--- src/rtl/mpbf_pkg.sv ---
`default_nettype none

package mpbf_pkg;

    typedef enum logic [1:0] {
        REQ_CREATE = 2'd0,
        REQ_WRITE  = 2'd1,
        REQ_READ   = 2'd2,
        REQ_CLOSE  = 2'd3
    } t_req;

    typedef enum logic [1:0] {
        STAT_OK       = 2'd0,
        STAT_BAD_PIPE = 2'd1,
        STAT_NO_FREE  = 2'd2
    } t_status;

    localparam logic [8:0] CAP_LIMIT = 9'd504;
    localparam logic [3:0] WRITE_MAX = 4'd8;

    typedef struct packed {
        t_req        req_type;
        logic [3:0]  pipe_id;
        logic [9:0]  length;
        logic [63:0] data;
    } t_in_item;

    typedef struct packed {
        t_status     status;
        logic [8:0]  value;
        logic [63:0] read_data;
        logic        last;
    } t_out_item;

    typedef enum logic [2:0] {
        S_IDLE,
        S_EXEC,
        S_WR,
        S_RD,
        S_RD_DRAIN,
        S_EMIT
    } t_state;

    typedef struct packed {
        logic accept;
        logic exec;
        logic wr_step;
        logic wr_fin;
        logic rd_issue;
        logic rd_pack;
        logic load_out;
    } t_cmd;

    typedef struct packed {
        logic go_wr;
        logic go_rd;
        logic wr_more;
        logic word_end;
        logic more_words;
        logic out_free;
    } t_stat;

endpackage

`default_nettype wire

--- src/rtl/mpbf_ctrl.sv ---
`default_nettype none

module mpbf_ctrl (
    input  wire logic            i_clk,
    input  wire logic            i_rst_n,
    input  wire logic            i_in_valid,
    output logic                 o_in_stall,
    input  wire mpbf_pkg::t_stat i_stat,
    output mpbf_pkg::t_cmd       o_cmd
);

    mpbf_pkg::t_state r_state;
    mpbf_pkg::t_state n_state;

    always_ff @(posedge i_clk) begin
        if (!i_rst_n) begin
            r_state <= mpbf_pkg::S_IDLE;
        end else begin
            r_state <= n_state;
        end
    end

    always_comb begin
        n_state = r_state;
        unique case (r_state)
            mpbf_pkg::S_IDLE: begin
                if (i_in_valid) begin
                    n_state = mpbf_pkg::S_EXEC;
                end
            end
            mpbf_pkg::S_EXEC: begin
                if (i_stat.go_wr) begin
                    n_state = mpbf_pkg::S_WR;
                end else if (i_stat.go_rd) begin
                    n_state = mpbf_pkg::S_RD;
                end else begin
                    n_state = mpbf_pkg::S_EMIT;
                end
            end
            mpbf_pkg::S_WR: begin
                if (!i_stat.wr_more) begin
                    n_state = mpbf_pkg::S_EMIT;
                end
            end
            mpbf_pkg::S_RD: begin
                if (i_stat.word_end) begin
                    n_state = mpbf_pkg::S_RD_DRAIN;
                end
            end
            mpbf_pkg::S_RD_DRAIN: begin
                n_state = mpbf_pkg::S_EMIT;
            end
            mpbf_pkg::S_EMIT: begin
                if (i_stat.out_free) begin
                    n_state = i_stat.more_words ? mpbf_pkg::S_RD : mpbf_pkg::S_IDLE;
                end
            end
            default: begin
                n_state = mpbf_pkg::S_IDLE;
            end
        endcase
    end

    always_comb begin
        o_cmd      = '0;
        o_in_stall = 1'b1;
        unique case (r_state)
            mpbf_pkg::S_IDLE: begin
                o_in_stall   = 1'b0;
                o_cmd.accept = i_in_valid;
            end
            mpbf_pkg::S_EXEC: begin
                o_cmd.exec = 1'b1;
            end
            mpbf_pkg::S_WR: begin
                o_cmd.wr_step = i_stat.wr_more;
                o_cmd.wr_fin  = !i_stat.wr_more;
            end
            mpbf_pkg::S_RD: begin
                o_cmd.rd_issue = 1'b1;
            end
            mpbf_pkg::S_RD_DRAIN: begin
                o_cmd.rd_pack = 1'b1;
            end
            mpbf_pkg::S_EMIT: begin
                o_cmd.load_out = i_stat.out_free;
            end
            default: begin
                o_in_stall = 1'b1;
            end
        endcase
    end

endmodule

`default_nettype wire

--- config.mk ---
export PLATFORM = sky130hd
export DESIGN_NAME = mpbf_ctrl
export DESIGN_NICKNAME = d
export VERILOG_FILES = /design/src/rtl/mpbf_pkg.sv /design/src/rtl/mpbf_ctrl.sv
export SDC_FILE = /design/constraint.sdc
export NUM_CORES = 1
export LEC_CHECK = 0
export BUFFER_PORTS_ARGS = -buffer_cell sky130_fd_sc_hd__buf_2
export CORE_AREA = 3 3 40 42
export DETAILED_ROUTE_END_ITERATION = 12
export DIE_AREA = 0 0 43 45
export GPL_ROUTABILITY_DRIVEN = 0
export GPL_TIMING_DRIVEN = 0
export SETUP_SLACK_MARGIN = 0.05
export SLEW_MARGIN = 20
export SYNTH_ARGS = -nofsm -noshare
export SYNTH_HDL_FRONTEND = slang
export SYNTH_SLANG_ARGS = --single-unit
--- constraint.sdc ---
create_clock -name i_clk -period 1.14 [get_ports i_clk]
set_input_delay 0.114 -clock i_clk [delete_from_list [all_inputs] [get_ports i_clk]]
set_output_delay 0.114 -clock i_clk [all_outputs]
set_load 0.005 [all_outputs]
# == Word level (Yosys, flattened, before mapping) ==
# Cells that the tools add are included.
# totals
word_cells,28
register_bits,3
in_bits,9
output_inout_bits,8
# classes
eq_ne,9
mux,15
n_reduce_logical,3
# ops
cell,n
3-bit 2-to-1 mux,6
3-bit case mux with 6 select lines,1
"2-bit != test, second input constant",4
"3-bit by 2-bit == test with 1-bit output, second input constant",2
"3-bit == test, second input constant",2
1-bit 2-to-1 mux,6
2-bit 2-to-1 mux,2
4-bit AND reduction,1
"3-bit by 1-bit == test with 1-bit output, second input constant",1
3-bit logical NOT,1
1-bit logical NOT,1

# == Logic depth before layout (Yosys ltp) ==
# Gate-level depths: netlist of run 1.
# depth
ltp_word,3
ltp_mapped,4
depth_no_buf,3

# == Worst setup path before layout of run 1 ==
# OpenSTA, ideal clock, no wires.
# synth_timing
path_type,register to register
from,register r_state[2]
to,register r_state[0]
setup_time_ns,0.120
synth_period_minus_slack_ns,1.112
arrival_ns,0.992
stages_incl_launch_ff,5
required_ns,1.020
path_slack_ns,0.028
path_cell_list,dfxtp_1 > buf_6 > and3b_1 > nor2b_1 > o31a_1
# synth_between
elab_chain_cells,3
word_cells_on_any_way,12
classes_between,9 x eq/ne; 1 x mux; 2 x reduce/logical
# synth_lines
item,line,text
"start, declared",mpbf_ctrl.sv:12,mpbf_pkg::t_state r_state;
"start signal, assigned",mpbf_ctrl.sv:17,r_state <= mpbf_pkg::S_IDLE;
"start signal, assigned",mpbf_ctrl.sv:19,r_state <= n_state;
"3-bit by 2-bit == test with 1-bit output, or another cell as far along",mpbf_ctrl.sv:25,unique case (r_state)
2-bit != test (no line),--,
4-bit AND reduction (no line),--,
# Parallel ways exist; a longest one is shown, timed or not.
# A chain may end at the register's enable or synchronous reset.

==> results of run 1 <==
## power by group
part	leakage [nW]	switching (mW)	internal [mW]
clock network	0.0150	0.0530	0.131
logic	0.186	0.138	0.182
registers	0.0264	0.0244	0.131
total	0.228	0.216	0.444
## cell usage in the layout, fill, tap and decap left out, types with 2 or more instances in the layout
| master | count |
|---|---|
| nor3_1 | 2 |
| buf_4 | 4 |
| dfxtp_4 | 2 |
| and3b_1 | 2 |
| buf_2 | 16 |
| o31a_1 | 2 |
| nand2_1 | 3 |
| nor2_1 | 2 |
| nor2_2 | 2 |
| clkbuf_4 | 3 |
## worst max-delay path, cell delays in order, from the launching register on
cell     delay [ns]
dfxtp_2        0.32
buf_6          0.11
or3_4          0.32
nor2_2         0.10
buf_2          0.11
## metrics by stage
step	std cells	power [mW]	util, %
after CTS	71	0.6447	33.69
after floorplan	35	0.3171	-
final	73	0.6600	35.54
after detailed placement	66	0.4040	28.63
after global routing	73	0.7210	35.54
after global placement	66	0.4010	28.63
## per-layer routing
metal	track usage [%]	part of all wire (%)	vias up
met4	5.422	0	0
met5	0	0	-
li1	-	-	172
met1	11.96	47	131
met3	5.179	9.3	0
met2	12.28	43	12
## cell type report
type                    count  area (sq um)  area share (%)
multi-input cells          29         217.7           47.67
clock buffers               4         26.28           5.753
flip-flops and latches      3         68.82           15.07
inverters                   1         3.754          0.8219
repair buffers             20         110.1           24.11
well taps                  15         18.77           4.110
plain buffers               1         11.26           2.466
## path summary, 6_finish.rpt
| path | from | endpoint | slack, ns | cells past startpoint |
|---|---|---|---|---|
| max | r_state[0] | o_cmd[6] | -0.15 | 4 |
| min | i_rst_n | r_state[1] | 0.13 | 2 |
| max reg2reg | r_state[0] | r_state[1] | -0.12 | 5 |
| min reg2reg | r_state[1] | r_state[2] | 0.71 | 3 |
## cells by family after synthesis
kind of cell | count (synthesis) | share of synthesized area [%]
AO/OA/AOI/OAI | 9 | 25.24
flip-flops | 3 | 22.43
buffers and inverters | 3 | 9.811
AND/OR/NAND/NOR | 20 | 42.53
## timing repair
item | 4_1_cts | 5_1_grt
setup buffers | 1 | 3
pin swaps | 3 | 3
gates cloned | 0 | 0
resized for setup | 8 | 4
setup endpoints to repair | 11 | 11
==> impl_metrics.csv, run 1 <==
group,metric,value,unit
detailed_routing,wl_per_cell,10.29,um
detailed_routing,via_per_inst,4.315,
pwr,peakVddDrop,0.0004819,V
critical_path,arrival,1.18,ns
yosys,ys_warn_count,0,
layout,fin_nets,68,
floorplan,core,0.001285,sq mm
run_status,status,"finished with violations",
clocking,clk_pin_slew_worst_paths,0.04,ns
layout,fin_area,456.7,sq um
run,cap_violations,0,
grt,grt_pass1_wl,1.290,mm
grt,grt_pass1_vias,289,
critical_path,crit_path_end_kind,"output port",
floorplan,rows,13,
grt,grt_max_degree,10,
clocking,ctsRootBufferMaster,"clkbuf_4",
run_status,violations,"negative setup slack",
placed_design,port_buffers,16,
critical_path,crit_required,1.03,ns
critical_path,path_max_fanout,3,
pwr,power.leakage,0.2278,nW
clocking,clock_sinks,3,
yosys,syn_inst,35,
yosys,synthTopCellsByArea,"dfxtp_1, buf_6, and3b_1",
sta,min_period,1.295,ns
floorplan,fp.dieH,45,um
yosys,postSynth.asyncResetShare,0,%
sta,tightestPinTransition,0.2783,ns
yosys,syn-num-nets,44,
floorplan,die_area,0.001935,sq mm
detailed_routing,firstDrtPassIters,4,
placed_design,placed_cell_area,367.9,sq um
layout,areaGrowthSynthToFinish,70.56,%
clocking,insertion_delay,0.23,ns
sta,relSlewSlack,81.28,%
sta,worst_hold_slack,0.1253,ns
layout,reg.largest.list,"r_state x3",
sta,finalSetupViolCount,10,
clocking,clk_path_buf_depth,2,
grt,grt_remaining_overflow,0,
detailed_routing,ant_nets,0,
placed_design,dp_hpwl,554.7,um
sta,hold_violations,0,
layout,nFillCells,149,
yosys,synth_cell_types,20,
clocking,cts_buffers,3,
yosys,yosysMostFrequentCell,"nor2_1",
yosys,ys_seq_area_share,22.43,%
yosys,syn-cell-area,267.8,sq um
yosys,syn_area_per_cell,7.650,sq um
layout,antenna_cells,0,
sta,slew_viol_final,0,
yosys,yosys-top-cells-count,"nor2_1, dfxtp_1, nand2_1, nor3_1",
floorplan,start_util,20.84,%
sta,max_freq,772.4,MHz
placed_design,place_ws,-0.04415,ns
clocking,cts_tree,"done",
sta,skew,0.0009600,ns
pwr,pwr_density_cell,1445,mW/mm^2
layout,drive_above_1_share,63.79,%
yosys,synth_top_cell_by_area,"dfxtp_1",
floorplan,pin_count,17,
sta,layout_setup_ws,-0.1546,ns
detailed_routing,route.detailed.drc,0,
critical_path,startpoint_type,"flop",
layout,top_register,"r_state",
sta,setup_tns,-0.7346,ns
floorplan,die_x,43,um
detailed_routing,first_iter_violations,2,
worst_hold_path,hold_class,"in2reg",
critical_path,path_class,"reg2out",
detailed_routing,finalWirelength,751,um
yosys,ys_ff_latch,3,
detailed_routing,dr_total_vias,315,
grt,grt_use_total,9.385,%
clocking,h-tree-depth,1,
layout,largest_reg_flops,3,
sta,period_share,113.6,%
yosys,synth_top_area_share,22.43,%
yosys,synth_ff_type,"dfxtp_1",
clocking,ctsHoldBuffers,0,
yosys,synth-edff-count,0,
sta,grt_setup_unrepaired,"yes",
grt,antenna_found_initial,0,
Power figures use the tool's default switching activity.
==> run 2: changes to the inputs <==
Settings changed: SETUP_SLACK_MARGIN 0.05 to 0.1.
==> impl_metrics.csv, run 2 (synthesized netlist as in run 1, its figures left out) <==
group,metric,value,unit
grt,grt_remaining_overflow,0,
worst_hold_path,hold-path-cell-count,2,
sta,finalSetupViolCount,9,
floorplan,die_area,0.001935,sq mm
detailed_routing,finalWirelength,929,um
detailed_routing,top_layer_used,"met3",
pwr,combPwrFrac,57.6,%
critical_path,crit_required,1.03,ns
sta,tightestPinTransition,0.2117,ns
placed_design,dp_cells,66,
critical_path,critical-path-slowest-cell,"or3_4",
layout,layout_commonest_cell,"buf_2",
critical_path,critical_path.cell_chain,"buf_6, or3_4, nor2_2, buf_2",
pwr,power.leakage,0.2736,nW
layout,top_register,"r_state",
layout,reg.largest.list,"r_state x3",
critical_path,path_class,"reg2out",
clocking,insertion_delay,0.23,ns
detailed_routing,dr_total_vias,357,
clocking,ctsRootBufferMaster,"clkbuf_4",
placed_design,port_buffers,16,
critical_path,cp_num_cells,4,
clocking,cts_tree,"done",
detailed_routing,ant_nets,0,
run_status,violations,"negative setup slack",
placed_design,dp_hpwl,552.8,um
critical_path,max_stage_delay,0.38,ns
layout,fin_nets,75,
layout,areaGrowthSynthToFinish,109.3,%
floorplan,fp.dieH,45,um
worst_hold_path,hold_class,"in2reg",
sta,skew,0.002376,ns
clocking,clock_sinks,3,
detailed_routing,route.detailed.drc,0,
layout,drive_above_1_share,76.92,%
sta,relSlewSlack,85.80,%
layout,nFillCells,142,
floorplan,start_util,20.84,%
detailed_routing,wl_per_cell,11.61,um
detailed_routing,drt-met1-wl,386,um
detailed_routing,routed-wl-met3,68,um
grt,grt_use_total,10.04,%
critical_path,cp_top_family,"simple AND/OR/NAND/NOR gates",
pwr,seq_power_share,18.7,%
clocking,clk_pin_slew_worst_paths,0.04,ns
layout,largest_reg_flops,3,
detailed_routing,first_iter_violations,4,
detailed_routing,firstDrtPassIters,2,
floorplan,core,0.001285,sq mm
critical_path,ff2ff_path_depth,5,
sta,grt_setup_unrepaired,"yes",
pwr,peakVddDrop,0.0006239,V
floorplan,rows,13,
critical_path,path_max_fanout,5,
detailed_routing,route.met2.wl,474,um
layout,final_core_util,43.62,%
critical_path,arrival,1.21,ns
pwr,swShare,33.13,%
clocking,h-tree-depth,1,
layout,final_cells,80,
layout,layout_common_cells,"buf_2, buf_4, buf_6",
floorplan,pin_count,17,
pwr,power.switching,0.2598,mW
grt,antenna_found_initial,0,
pwr,internal_power,0.5242,mW
clocking,cts_buffers,3,
sta,slew_viol_final,0,
pwr,p_clk_share,23.7,%
sta,max_freq,754.4,MHz
sta,min_period,1.326,ns
critical_path,startpoint_type,"flop",
clocking,clk_path_buf_depth,2,
grt,grt_max_degree,11,
grt,grt_pass1_wl,1.407,mm
detailed_routing,via_per_inst,4.463,
sta,layout_setup_ws,-0.1856,ns
run,cap_violations,0,
sta,period_share,116.3,%
pwr,pwr_density_cell,1399,mW/mm^2
layout,antenna_cells,0,
run_status,status,"finished with violations",
critical_path,path_buf_inv,2,
sta,hold_violations,0,
floorplan,die_x,43,um
critical_path,crit_path_end_kind,"output port",
grt,grt_pass1_vias,343,
run 2: metal layers:
layer	up-vias	track usage, %
li1	185	-
met1	160	10.50
met2	12	16.17
met5	-	0
met4	0	5.422
met3	0	5.578
run 2: power groups by stage:
stage	clock, mW	combinational [mW]	sequential [mW]
6_report	0.186	0.451	0.146
5_1_grt	0.209	0.488	0.148
4_1_cts	0.196	0.339	0.145
3_5_place_dp	0	0.259	0.145
3_3_place_gp	0	0.256	0.145
2_1_floorplan	0	0.176	0.141
run 2: final cells by class:
type / count / area, sq um / share of cell area [%]
well taps: 15 / 18.77 / 3.348
clock buffers: 4 / 26.28 / 4.687
multi-input cells: 29 / 260.3 / 46.43
inverters: 1 / 3.754 / 0.6696
flip-flops and latches: 3 / 66.31 / 11.83
repair buffers: 26 / 162.7 / 29.02
plain buffers: 2 / 22.52 / 4.018
run 2: path summary, 6_finish.rpt:
path	startpoint	slack (ns)	to
min	i_rst_n	0.13	r_state[0]
max reg2reg	r_state[2]	-0.05	r_state[0]
min reg2reg	r_state[0]	0.77	r_state[2]
max	r_state[2]	-0.19	o_cmd[6]
run 2: metrics by stage:
step | setup slack, ns | instance area, sq um | hold WS, ns | setup TNS [ns] | power, mW
2_1_floorplan | 0.05417 | 269.0 | 0.2315 | 0 | 0.3170
3_3_place_gp | -0.02696 | 367.9 | 0.3612 | -0.02696 | 0.4008
3_5_place_dp | -0.02960 | 367.9 | 0.3644 | -0.02960 | 0.4039
4_1_cts | -0.1996 | 466.7 | 0.1183 | -1.005 | 0.6798
5_1_grt | -0.2340 | 560.5 | 0.1262 | -1.277 | 0.8452
6_report | -0.1856 | 560.5 | 0.1327 | -0.8141 | 0.7840
run 2: worst reg2reg max path: stages (launching register included):
cell and delay [ns]:
dfxtp_2 0.31, buf_6 0.10, buf_4 0.10, and3b_1 0.18
nor2b_1 0.13, o31a_1 0.26
run 2: repair_timing:
| item | in CTS | in global routing |
|---|---|---|
| hold buffers | 0 | 0 |
| resized for setup | 8 | 13 |
| endpoints found under the setup margin | 11 | 11 |
| pin swaps | 1 | 4 |
| buffers inserted | 5 | 5 |
